`config.mk`:
```
export PLATFORM = sky130hd
export DESIGN_NAME = temperature_to_voltage_interpolator_core
export DESIGN_NICKNAME = d
export VERILOG_FILES = /design/src/rtl/core/tvi_pkg.sv /design/src/rtl/core/tvi_table.sv /design/src/rtl/core/tvi_div.sv /design/src/rtl/core/temperature_to_voltage_interpolator_core.sv
export SDC_FILE = /design/constraint.sdc
export NUM_CORES = 2
export LEC_CHECK = 0
export BUFFER_PORTS_ARGS = -buffer_cell sky130_fd_sc_hd__buf_2
export CAP_MARGIN = 5
export CORE_UTILIZATION = 65
export CTS_BUF_LIST = sky130_fd_sc_hd__clkbuf_4 sky130_fd_sc_hd__clkbuf_8
export DETAILED_ROUTE_END_ITERATION = 6
export PLACE_DENSITY_LB_ADDON = 0.08
export SLEW_MARGIN = 20
export SYNTH_ARGS = -nofsm -noshare
export SYNTH_HDL_FRONTEND = slang
export SYNTH_SLANG_ARGS = --single-unit
```
`constraint.sdc`:
```
create_clock -name clk -period 21.2 [get_ports clk]
set_input_delay 0 -clock clk [delete_from_list [all_inputs] [get_ports clk]]
set_output_delay 0 -clock clk [all_outputs]
set_load 0.005 [all_outputs]
```
`src/rtl/core/tvi_pkg.sv`:
```
`timescale 1ns / 1ps
// ----------------------------------------------------------------------------
// tvi_pkg: shared types and constants of the temperature to voltage core
// Table geometry, field widths, divider geometry, operation codes and the table entry type.
// ----------------------------------------------------------------------------
package tvi_pkg;

  // table geometry
  localparam int TABLE_DEPTH = 32;
  localparam int TBL_AW      = (TABLE_DEPTH > 1) ? $clog2(TABLE_DEPTH) : 1;
  localparam int TBL_CW      = $clog2(TABLE_DEPTH + 1);

  // field widths
  localparam int LEN_W  = 6;
  localparam int IDX_W  = 5;
  localparam int DATA_W = 16;

  // divider geometry: magnitude of the product fits in 32 bits
  localparam int DIV_W  = 32;
  localparam int DIV_CW = $clog2(DIV_W);

  // operation codes
  localparam logic OP_WRITE   = 1'b0;
  localparam logic OP_CONVERT = 1'b1;

  // one table point
  typedef struct packed {
    logic [DATA_W-1:0] temp;
    logic [DATA_W-1:0] volt;
  } tvi_entry_t;

endpackage

```
`src/rtl/core/tvi_table.sv`:
```
`timescale 1ns / 1ps
// ----------------------------------------------------------------------------
// tvi_table: point table storage
// One write port, one registered read port; per-entry valid bits make
// never-written entries read back as an all-zero pair.
// ----------------------------------------------------------------------------
module tvi_table import tvi_pkg::*; (
  input  logic              clk,
  input  logic              rst_n,
  input  logic              wr_en,
  input  logic [TBL_AW-1:0] wr_addr,
  input  tvi_entry_t        wr_ent,
  input  logic [TBL_AW-1:0] rd_addr,
  output tvi_entry_t        rd_ent
);

  tvi_entry_t             mem [TABLE_DEPTH];
  logic [TABLE_DEPTH-1:0] vld_r;
  tvi_entry_t             rd_ent_r;

  // valid bits, cleared by reset
  always_ff @(posedge clk) begin
    if (!rst_n) begin
      vld_r <= '0;
    end else if (wr_en) begin
      vld_r[wr_addr] <= 1'b1;
    end
  end

  // storage array
  always_ff @(posedge clk) begin
    if (wr_en) begin
      mem[wr_addr] <= wr_ent;
    end
  end

  // registered read, unwritten entries read as zero
  always_ff @(posedge clk) begin
    if (vld_r[rd_addr]) begin
      rd_ent_r <= mem[rd_addr];
    end else begin
      rd_ent_r <= '0;
    end
  end

  assign rd_ent = rd_ent_r;

endmodule

```
`src/rtl/core/tvi_div.sv`:
```
`timescale 1ns / 1ps
// ----------------------------------------------------------------------------
// tvi_div: iterative unsigned divider
// Restoring division, one quotient bit per cycle.
// ----------------------------------------------------------------------------
module tvi_div import tvi_pkg::*; (
  input  logic              clk,
  input  logic              rst_n,
  input  logic              start,
  input  logic [DIV_W-1:0]  dividend,
  input  logic [DATA_W-1:0] divisor,
  output logic              done,
  output logic [DIV_W-1:0]  quotient
);

  logic              run_r;
  logic              done_r;
  logic [DIV_CW-1:0] cnt_r;
  logic [DATA_W-1:0] rem_r;
  logic [DATA_W-1:0] dsr_r;
  logic [DIV_W-1:0]  quo_r;
  logic [DATA_W:0]   trial;
  logic [DATA_W:0]   diff;
  logic              take;

  // one restoring step
  always_comb begin
    trial = {rem_r, quo_r[DIV_W-1]};
    diff  = trial - {1'b0, dsr_r};
    take  = (trial >= {1'b0, dsr_r});
  end

  // control
  always_ff @(posedge clk) begin
    if (!rst_n) begin
      run_r  <= 1'b0;
      done_r <= 1'b0;
      cnt_r  <= '0;
    end else begin
      done_r <= 1'b0;
      if (start) begin
        run_r <= 1'b1;
        cnt_r <= '0;
      end else if (run_r) begin
        cnt_r <= cnt_r + DIV_CW'(1);
        if (cnt_r == DIV_CW'(DIV_W - 1)) begin
          run_r  <= 1'b0;
          done_r <= 1'b1;
        end
      end
    end
  end

  // datapath
  always_ff @(posedge clk) begin
    if (start) begin
      rem_r <= '0;
      dsr_r <= divisor;
      quo_r <= dividend;
    end else if (run_r) begin
      rem_r <= take ? diff[DATA_W-1:0] : trial[DATA_W-1:0];
      quo_r <= {quo_r[DIV_W-2:0], take};
    end
  end

  assign done     = done_r;
  assign quotient = quo_r;

endmodule

```
`src/rtl/core/temperature_to_voltage_interpolator_core.sv`:
```
`timescale 1ns / 1ps
// ----------------------------------------------------------------------------
// temperature_to_voltage_interpolator_core: table based temperature to voltage
// Stores temperature/voltage points and converts a temperature by
// piecewise linear interpolation with clamping at both table ends.
// ----------------------------------------------------------------------------
// A write item (in_operation low) stores one point in the cycle start is
// taken and gives no result. A convert item scans the table through its one
// read port, reading in S_RD and checking in S_CHK, until table_length
// entries (capped at the table depth) or the first all-zero pair; a clamped
// or invalid result is then given from S_EVAL, an interpolated one after the
// multiply in S_MUL, the divider launch in S_DIVGO and the 32-step divider
// in S_DIV. busy stays high for the whole convert item and drops in the
// cycle the result appears. Each result shows on out_voltage/out_status for
// exactly one cycle with out_valid; the receiver cannot stall it, so it must
// take it then. The user must write table_length through cfg_valid/cfg_ready
// only while the core is idle; the core does not enforce this, and cfg_ready
// is always high. No clearing pass is needed after reset.
module temperature_to_voltage_interpolator_core import tvi_pkg::*; (
  input  logic              clk,
  input  logic              rst_n,
  // command channel
  input  logic              start,
  output logic              busy,
  input  logic              in_operation,
  input  logic [IDX_W-1:0]  in_entry_index,
  input  logic [DATA_W-1:0] in_entry_temperature,
  input  logic [DATA_W-1:0] in_entry_voltage,
  input  logic [DATA_W-1:0] in_temperature,
  // result channel
  output logic              out_valid,
  output logic [DATA_W-1:0] out_voltage,
  output logic              out_status,
  // configuration channel
  input  logic              cfg_valid,
  output logic              cfg_ready,
  input  logic [LEN_W-1:0]  cfg_data
);

  localparam int WEXT_W = IDX_W + TBL_AW;
  localparam int LEXT_W = LEN_W + TBL_CW;

  typedef enum logic [2:0] {
    S_IDLE,
    S_RD,
    S_CHK,
    S_EVAL,
    S_MUL,
    S_DIVGO,
    S_DIV
  } state_t;

  state_t                   state_r;
  logic [LEN_W-1:0]         table_length_r;
  logic [TBL_CW-1:0]        idx_r;
  logic [TBL_CW-1:0]        limit_r;
  logic [TBL_CW-1:0]        cnt_r;
  logic [TBL_CW-1:0]        kidx_r;
  logic                     found_r;
  logic signed [DATA_W-1:0] t_r;
  logic signed [DATA_W-1:0] t0_r;
  logic [DATA_W-1:0]        v0_r;
  logic signed [DATA_W-1:0] last_t_r;
  logic [DATA_W-1:0]        last_v_r;
  logic signed [DATA_W-1:0] prev_t_r;
  logic [DATA_W-1:0]        prev_v_r;
  logic signed [DATA_W-1:0] kp_t_r;
  logic [DATA_W-1:0]        kp_v_r;
  logic signed [DATA_W-1:0] kn_t_r;
  logic [DATA_W-1:0]        kn_v_r;
  logic signed [DATA_W:0]   dt_r;
  logic signed [DATA_W:0]   dv_r;
  logic [DATA_W-1:0]        dn_r;
  logic [DATA_W-1:0]        vp_r;
  logic signed [2*DATA_W+1:0] prod_r;
  logic                     out_valid_r;
  logic [DATA_W-1:0]        out_voltage_r;
  logic                     out_status_r;

  logic                     accept;
  logic                     wr_en;
  logic [WEXT_W-1:0]        wr_idx_ext;
  logic [LEXT_W-1:0]        len_ext;
  logic [TBL_CW-1:0]        limit_nxt;
  tvi_entry_t               wr_ent;
  tvi_entry_t               rd_ent;
  logic signed [DATA_W-1:0] rd_t;
  logic                     rd_zero;
  logic [TBL_CW-1:0]        idx_inc;
  logic                     use_k;
  logic signed [DATA_W-1:0] sel_tp;
  logic signed [DATA_W-1:0] sel_tn;
  logic [DATA_W-1:0]        sel_vp;
  logic [DATA_W-1:0]        sel_vn;
  logic signed [DATA_W:0]   span;
  logic [2*DATA_W+1:0]      prod_abs;
  logic                     div_start;
  logic                     div_done;
  logic [DIV_W-1:0]         div_quo;
  logic [DATA_W-1:0]        q_lo;

  // command transfer and table write decode
  assign accept     = start && !busy;
  assign wr_en      = accept && (in_operation == OP_WRITE) &&
                      (32'(in_entry_index) < 32'(TABLE_DEPTH));
  assign wr_idx_ext = WEXT_W'(in_entry_index);
  assign wr_ent     = {in_entry_temperature, in_entry_voltage};

  // search limit: table_length capped at the table depth
  always_comb begin
    len_ext = LEXT_W'(table_length_r);
    if (len_ext > LEXT_W'(TABLE_DEPTH)) begin
      limit_nxt = TBL_CW'(TABLE_DEPTH);
    end else begin
      limit_nxt = len_ext[TBL_CW-1:0];
    end
  end

  tvi_table u_table (
    .clk     (clk),
    .rst_n   (rst_n),
    .wr_en   (wr_en),
    .wr_addr (wr_idx_ext[TBL_AW-1:0]),
    .wr_ent  (wr_ent),
    .rd_addr (idx_r[TBL_AW-1:0]),
    .rd_ent  (rd_ent)
  );

  // scan decode
  assign rd_t    = $signed(rd_ent.temp);
  assign rd_zero = (rd_ent.temp == '0) && (rd_ent.volt == '0);
  assign idx_inc = idx_r + TBL_CW'(1);

  // interpolation pair: first entry not below t, else the last two entries
  always_comb begin
    use_k = found_r && ((kidx_r + TBL_CW'(1)) < cnt_r);
    if (use_k) begin
      sel_tp = kp_t_r;
      sel_vp = kp_v_r;
      sel_tn = kn_t_r;
      sel_vn = kn_v_r;
    end else begin
      sel_tp = prev_t_r;
      sel_vp = prev_v_r;
      sel_tn = last_t_r;
      sel_vn = last_v_r;
    end
    span = {sel_tn[DATA_W-1], sel_tn} - {sel_tp[DATA_W-1], sel_tp};
  end

  // product magnitude for the divider
  assign prod_abs  = prod_r[2*DATA_W+1] ? 34'(-prod_r) : 34'(prod_r);
  assign div_start = (state_r == S_DIVGO);

  tvi_div u_div (
    .clk      (clk),
    .rst_n    (rst_n),
    .start    (div_start),
    .dividend (prod_abs[DIV_W-1:0]),
    .divisor  (dn_r),
    .done     (div_done),
    .quotient (div_quo)
  );

  assign q_lo = div_quo[DATA_W-1:0];

  // configuration register
  always_ff @(posedge clk) begin
    if (!rst_n) begin
      table_length_r <= '0;
    end else if (cfg_valid && cfg_ready) begin
      table_length_r <= cfg_data;
    end
  end

  // sequencer and result registers
  always_ff @(posedge clk) begin
    if (!rst_n) begin
      state_r     <= S_IDLE;
      out_valid_r <= 1'b0;
      found_r     <= 1'b0;
      idx_r       <= '0;
      limit_r     <= '0;
      cnt_r       <= '0;
    end else begin
      out_valid_r <= 1'b0;
      case (state_r)
        S_IDLE: begin
          if (accept && (in_operation == OP_CONVERT)) begin
            t_r     <= $signed(in_temperature);
            idx_r   <= '0;
            cnt_r   <= '0;
            found_r <= 1'b0;
            limit_r <= limit_nxt;
            state_r <= (limit_nxt == '0) ? S_EVAL : S_RD;
          end
        end
        S_RD: begin
          state_r <= S_CHK;
        end
        S_CHK: begin
          if (rd_zero) begin
            cnt_r   <= idx_r;
            state_r <= S_EVAL;
          end else begin
            if (idx_r == '0) begin
              t0_r <= rd_t;
              v0_r <= rd_ent.volt;
            end
            prev_t_r <= last_t_r;
            prev_v_r <= last_v_r;
            last_t_r <= rd_t;
            last_v_r <= rd_ent.volt;
            if ((idx_r != '0) && !found_r && (rd_t >= t_r)) begin
              found_r <= 1'b1;
              kidx_r  <= idx_r;
              kp_t_r  <= last_t_r;
              kp_v_r  <= last_v_r;
              kn_t_r  <= rd_t;
              kn_v_r  <= rd_ent.volt;
            end
            idx_r <= idx_inc;
            if (idx_inc == limit_r) begin
              cnt_r   <= idx_inc;
              state_r <= S_EVAL;
            end else begin
              state_r <= S_RD;
            end
          end
        end
        S_EVAL: begin
          if (cnt_r == '0) begin
            out_voltage_r <= '0;
            out_status_r  <= 1'b1;
            out_valid_r   <= 1'b1;
            state_r       <= S_IDLE;
          end else if (t_r <= t0_r) begin
            out_voltage_r <= v0_r;
            out_status_r  <= 1'b0;
            out_valid_r   <= 1'b1;
            state_r       <= S_IDLE;
          end else if (t_r >= last_t_r) begin
            out_voltage_r <= last_v_r;
            out_status_r  <= 1'b0;
            out_valid_r   <= 1'b1;
            state_r       <= S_IDLE;
          end else begin
            dt_r    <= {t_r[DATA_W-1], t_r} - {sel_tp[DATA_W-1], sel_tp};
            dv_r    <= $signed({1'b0, sel_vp}) - $signed({1'b0, sel_vn});
            dn_r    <= span[DATA_W-1:0];
            vp_r    <= sel_vp;
            state_r <= S_MUL;
          end
        end
        S_MUL: begin
          prod_r  <= dt_r * dv_r;
          state_r <= S_DIVGO;
        end
        S_DIVGO: begin
          state_r <= S_DIV;
        end
        S_DIV: begin
          if (div_done) begin
            // dt is positive, so the quotient takes the sign of dv
            out_voltage_r <= dv_r[DATA_W] ? (vp_r + q_lo) : (vp_r - q_lo);
            out_status_r  <= 1'b0;
            out_valid_r   <= 1'b1;
            state_r       <= S_IDLE;
          end
        end
        default: begin
          state_r <= S_IDLE;
        end
      endcase
    end
  end

  // port drive
  assign busy        = (state_r != S_IDLE);
  assign cfg_ready   = 1'b1;
  assign out_valid   = out_valid_r;
  assign out_voltage = out_voltage_r;
  assign out_status  = out_status_r;

  // a result only ends a convert that was in progress
  a_result_after_work: assert property (@(posedge clk) disable iff (!rst_n)
    out_valid |-> $past(busy))
    else $error("result without a convert in progress");

  // an invalid status always carries a zero voltage
  a_invalid_zero: assert property (@(posedge clk) disable iff (!rst_n)
    (out_valid && out_status) |-> (out_voltage == '0))
    else $error("invalid status with nonzero voltage");

  // the divider only finishes while the sequencer waits on it
  a_div_done_in_wait: assert property (@(posedge clk) disable iff (!rst_n)
    div_done |-> (state_r == S_DIV))
    else $error("divider finished outside the wait state");

  // the scan never reads past the search limit
  a_scan_in_range: assert property (@(posedge clk) disable iff (!rst_n)
    (state_r == S_CHK) |-> (idx_r < limit_r))
    else $error("table scan beyond limit");

  // a table write never starts a convert
  a_write_stays_idle: assert property (@(posedge clk) disable iff (!rst_n)
    wr_en |=> !busy)
    else $error("table write left the core busy");

endmodule
```
==> results.json <==
{
  "finalWorstSetupSlack_ns": 14.27,
  "worst_setup_path_startpoint": "dv_r[16]",
  "nFillCells": 6728,
  "routed_wl_um": 168000,
  "area_growth_syn_to_layout_pct": 11.1,
  "place_ws_ns": 14.36,
  "place.gp.congestion": 0.912,
  "synth_top_cell_by_area": "edfxtp_1",
  "hold_buf_cts": 98,
  "finalHoldWorstSlack_ns": 0.0961,
  "io_pins": 84,
  "worst_skew_pair.late_latency_ns": 0.92,
  "max_cap_violations": 0,
  "worst-slew-pin-transition_ns": 1.03,
  "maxSlewHeadroom_pct": 29.4,
  "cp.arrival_ns": 7.54,
  "synth.cell_area_um2": 71700,
  "detailedRoute.firstIterationViolations": 3999,
  "ys_async_sr_fraction_pct": 0,
  "fp.dieH_um": 334,
  "ys_seq_area_share_pct": 60.6,
  "fin_nets": 5430,
  "worst_hold_path_type": "in2reg",
  "synth_warnings": 0,
  "timing.final.hold_violations": 0,
  "irDropWorstVdd_uv": 85.6,
  "grt_antenna_before_repair": 11,
  "fin_worst_skew_ns": 0.0675,
  "postSynthCellCount": 4548,
  "place.detailed.instances": 5995,
  "total_leakage_power_nw": 28.6,
  "grt_first_pass_wirelength_um": 253000,
  "syn_nets": 5136,
  "die_area_um2": 112000,
  "initial_core_util_pct": 65.7,
  "cts_tree": "done",
  "timing.critical_path.to": "prod_r[33]",
  "post-cts-setup-buffer-count": 0,
  "row_count": 121,
  "timing_max_transition_violations_final": 0,
  "max_clock_freq_ghz": 0.144,
  "crit_required_ns": 21.81,
  "place.detailed.hpwl_um": 109000,
  "remaining_drc_errors": 0,
  "min-delay-start": "rst_n",
  "drive_gt1_share_pct": 18.5,
  "r2r_cells": 19,
  "port-buffer-count": 82,
  "placeableCoreArea_um2": 109000,
  "grt_start_max_net_pins": 94,
  "ctsHtreeMaxLevel": 4,
  "syn_avg_cell_area_um2": 15.8,
  "crit_path_max_fanout": 20,
  "layoutNonFillerInstCount": 6513,
  "worstReg2RegEnd": "prod_r[33]",
  "setup.worst_path.class": "reg2reg",
  "final.period_utilization_pct": 32.7,
  "setup_violations": 0,
  "grtUsageTotal_pct": 30.9,
  "worst_setup_hold_path_clk_slew_ns": 0.07,
  "firstDrtPassIters": 6,
  "synthTopCellsByArea": "edfxtp_1 (57%), mux4_2 (10%), fa_1 (8.4%), ha_1 (3.9%), dfxtp_1 (3.2%)",
  "synth_seq_cells": 1486,
  "post_synth_edffs": 1370,
  "r2r_start": "dv_r[16]",
  "postCtsResizedCells": 0,
  "clock_period_minus_final_worst_setup_slack_ns": 6.93,
  "ys.flop_type": "edfxtp_1",
  "critPathLaunchType": "register",
  "via_per_inst": 6.13,
  "end_kind": "register",
  "num_vias": 39900,
  "power.density_cell_area_nw_per_um2": 72.9,
  "via_count_of_the_first_global_routing_pass": 41000,
  "run_status": "complete, no violations",
  "die_w_um": 334,
  "reg2reg_slack_ns": 14.27,
  "post_synth_num_cell_types": 76,
  "wl_per_cell_um": 25.8,
  "cts-root-to-sink-buffers": 3,
  "cts_made_buffers": 223,
  "finalSetupTns_ns": 0,
  "synth_largest_type_area_fraction_pct": 57.4,
  "clock_root_buffer": "clkbuf_8",
  "grt_setup_unrepaired": "false",
  "clock_sink_count": 1486,
  "globalRouteOverflowTotal": 0,
  "final_antenna_violating_net_count": 0
}
-- final cells by class --
cell class	instances	area [µm²]	share of cell area, %
sequential	1486	43500	54.6
multi-input combinational	2470	26200	32.9
clock buffer	329	3950	4.95
timing repair buffer	244	1880	2.37
tap	1476	1850	2.32
inverter	417	1570	1.97
clock inverter	86	683	0.858
antenna	5	12.5	0.0157
-- cells in the final DEF, fill, tap and decap left out, types with 36 or more instances in the layout --
cell type | Yosys | layout
a21o_1 | 36 | 36
a21oi_1 | 112 | 112
and2_1 | 154 | 154
buf_2 | 31 | 82
buf_4 | 4 | 63
clkbuf_4 | 0 | 93
clkbuf_8 | 0 | 236
clkinv_1 | 0 | 43
dfxtp_1 | 116 | 111
dlygate4sd3_1 | 0 | 98
edfxtp_1 | 1370 | 1370
fa_1 | 301 | 301
ha_1 | 223 | 223
inv_1 | 416 | 416
mux2i_1 | 115 | 114
mux4_2 | 330 | 330
nand2_1 | 250 | 250
nor2_1 | 275 | 241
nor3_1 | 43 | 42
o21ai_0 | 119 | 119
xnor2_1 | 84 | 84
xor2_1 | 66 | 66
-- cells in the mapped netlist, types with 4 or more instances --
| cell | count |
|---|---|
| buf_4 | 4 |
| o21ai_0 | 119 |
| o21bai_1 | 10 |
| xnor2_1 | 84 |
| a31oi_1 | 12 |
| dfxtp_1 | 116 |
| nand4_1 | 23 |
| a21oi_1 | 112 |
| nand2b_1 | 20 |
| o22ai_1 | 18 |
| o31ai_1 | 14 |
| clkbuf_1 | 119 |
| nand2_1 | 250 |
| edfxtp_1 | 1370 |
| xor2_1 | 66 |
| mux2i_1 | 115 |
| and3_1 | 16 |
| nor2_1 | 275 |
| ha_1 | 223 |
| mux2_2 | 17 |
| nand3b_1 | 8 |
| buf_2 | 31 |
| nor3b_1 | 10 |
| and2_1 | 154 |
| a21o_1 | 36 |
| inv_1 | 416 |
| fa_1 | 301 |
| o211ai_1 | 8 |
| nor3_1 | 43 |
| nor2b_1 | 23 |
| or4_1 | 6 |
| a211oi_1 | 7 |
| o21a_1 | 24 |
| or3_1 | 20 |
| nand3_1 | 28 |
| o41ai_1 | 10 |
| buf_1 | 19 |
| o31a_1 | 7 |
| a21boi_0 | 7 |
| or2_2 | 4 |
| o311ai_0 | 4 |
| mux4_2 | 330 |
| nor4_1 | 20 |
-- registers in the layout, indices dropped and copies added, names as in the netlist, 17 cells and up --
signal / flops
u_table.mem: 1024
u_table.vld_r: 32
u_table.rd_ent: 32
dv_r: 17
u_div.quotient: 32
prod_r: 33
dt_r: 17
-- worst min-delay path by stage --
stage                     cells after the start           endpoint  slack, ns
after floorplan                               0             t_r[0]        0.1
after global placement                        1             t_r[9]       0.18
after detailed placement                      1             t_r[5]       0.18
after CTS                                     4  table_length_r[4]      0.008
after global routing                          4            found_r       0.09
final                                         4            found_r        0.1
-- routing by layer --
layer | vias up | wire (µm) | track usage [%]
li1 | 17400 | - | -
met1 | 20400 | 65700 | 41.7
met2 | 1682 | 84700 | 51.8
met3 | 347 | 11800 | 4.95
met4 | 12 | 5550 | 11.0
met5 | - | 80 | 0
-- critical path, cell delays in order (launching register included) --
cell      delay (ns)
edfxtp_1        0.82
inv_1           0.50
nor2_1          0.26
fa_1            0.46
fa_1            0.46
fa_1            0.52
fa_1            0.43
fa_1            0.51
inv_1           0.05
fa_1            0.48
inv_1           0.05
ha_1            0.35
nand2_1         0.09
o21ai_0         0.35
nor2b_1         0.09
o211ai_1        0.19
a21bo_2         0.20
nor3b_1         0.29
nor3_1          0.11
or3b_2          0.46
-- logic make-up after synthesis --
group	Yosys count	synth area share [%]
flops	1486	60.6
simple gates	910	6.08
buf+inv	592	3.21
fa+ha+maj	524	12.3
mux	462	12.2
compound gates	423	3.73
xor+xnor	150	1.83
other cells	1	0.00523
-- metrics by stage --
step	area, µm²	power, W	utilization (%)
2_1_floorplan	71700	0.00339	-
3_3_place_gp	74000	0.00346	67.8
3_5_place_dp	74000	0.00346	67.8
4_1_cts	79600	0.00583	73.0
5_1_grt	79600	0.00597	73.0
6_report	79600	0.00580	73.0
-- power breakdown --
| part | switching (W) | total, W | internal (W) | leakage [nW] |
|---|---|---|---|---|
| registers | 0.0000136 | 0.00322 | 0.00321 | 13.4 |
| clock network | 0.00111 | 0.00239 | 0.00128 | 2.47 |
| logic | 0.000119 | 0.000194 | 0.0000754 | 12.8 |
No activity file was read; power rests on OpenSTA's default activity.
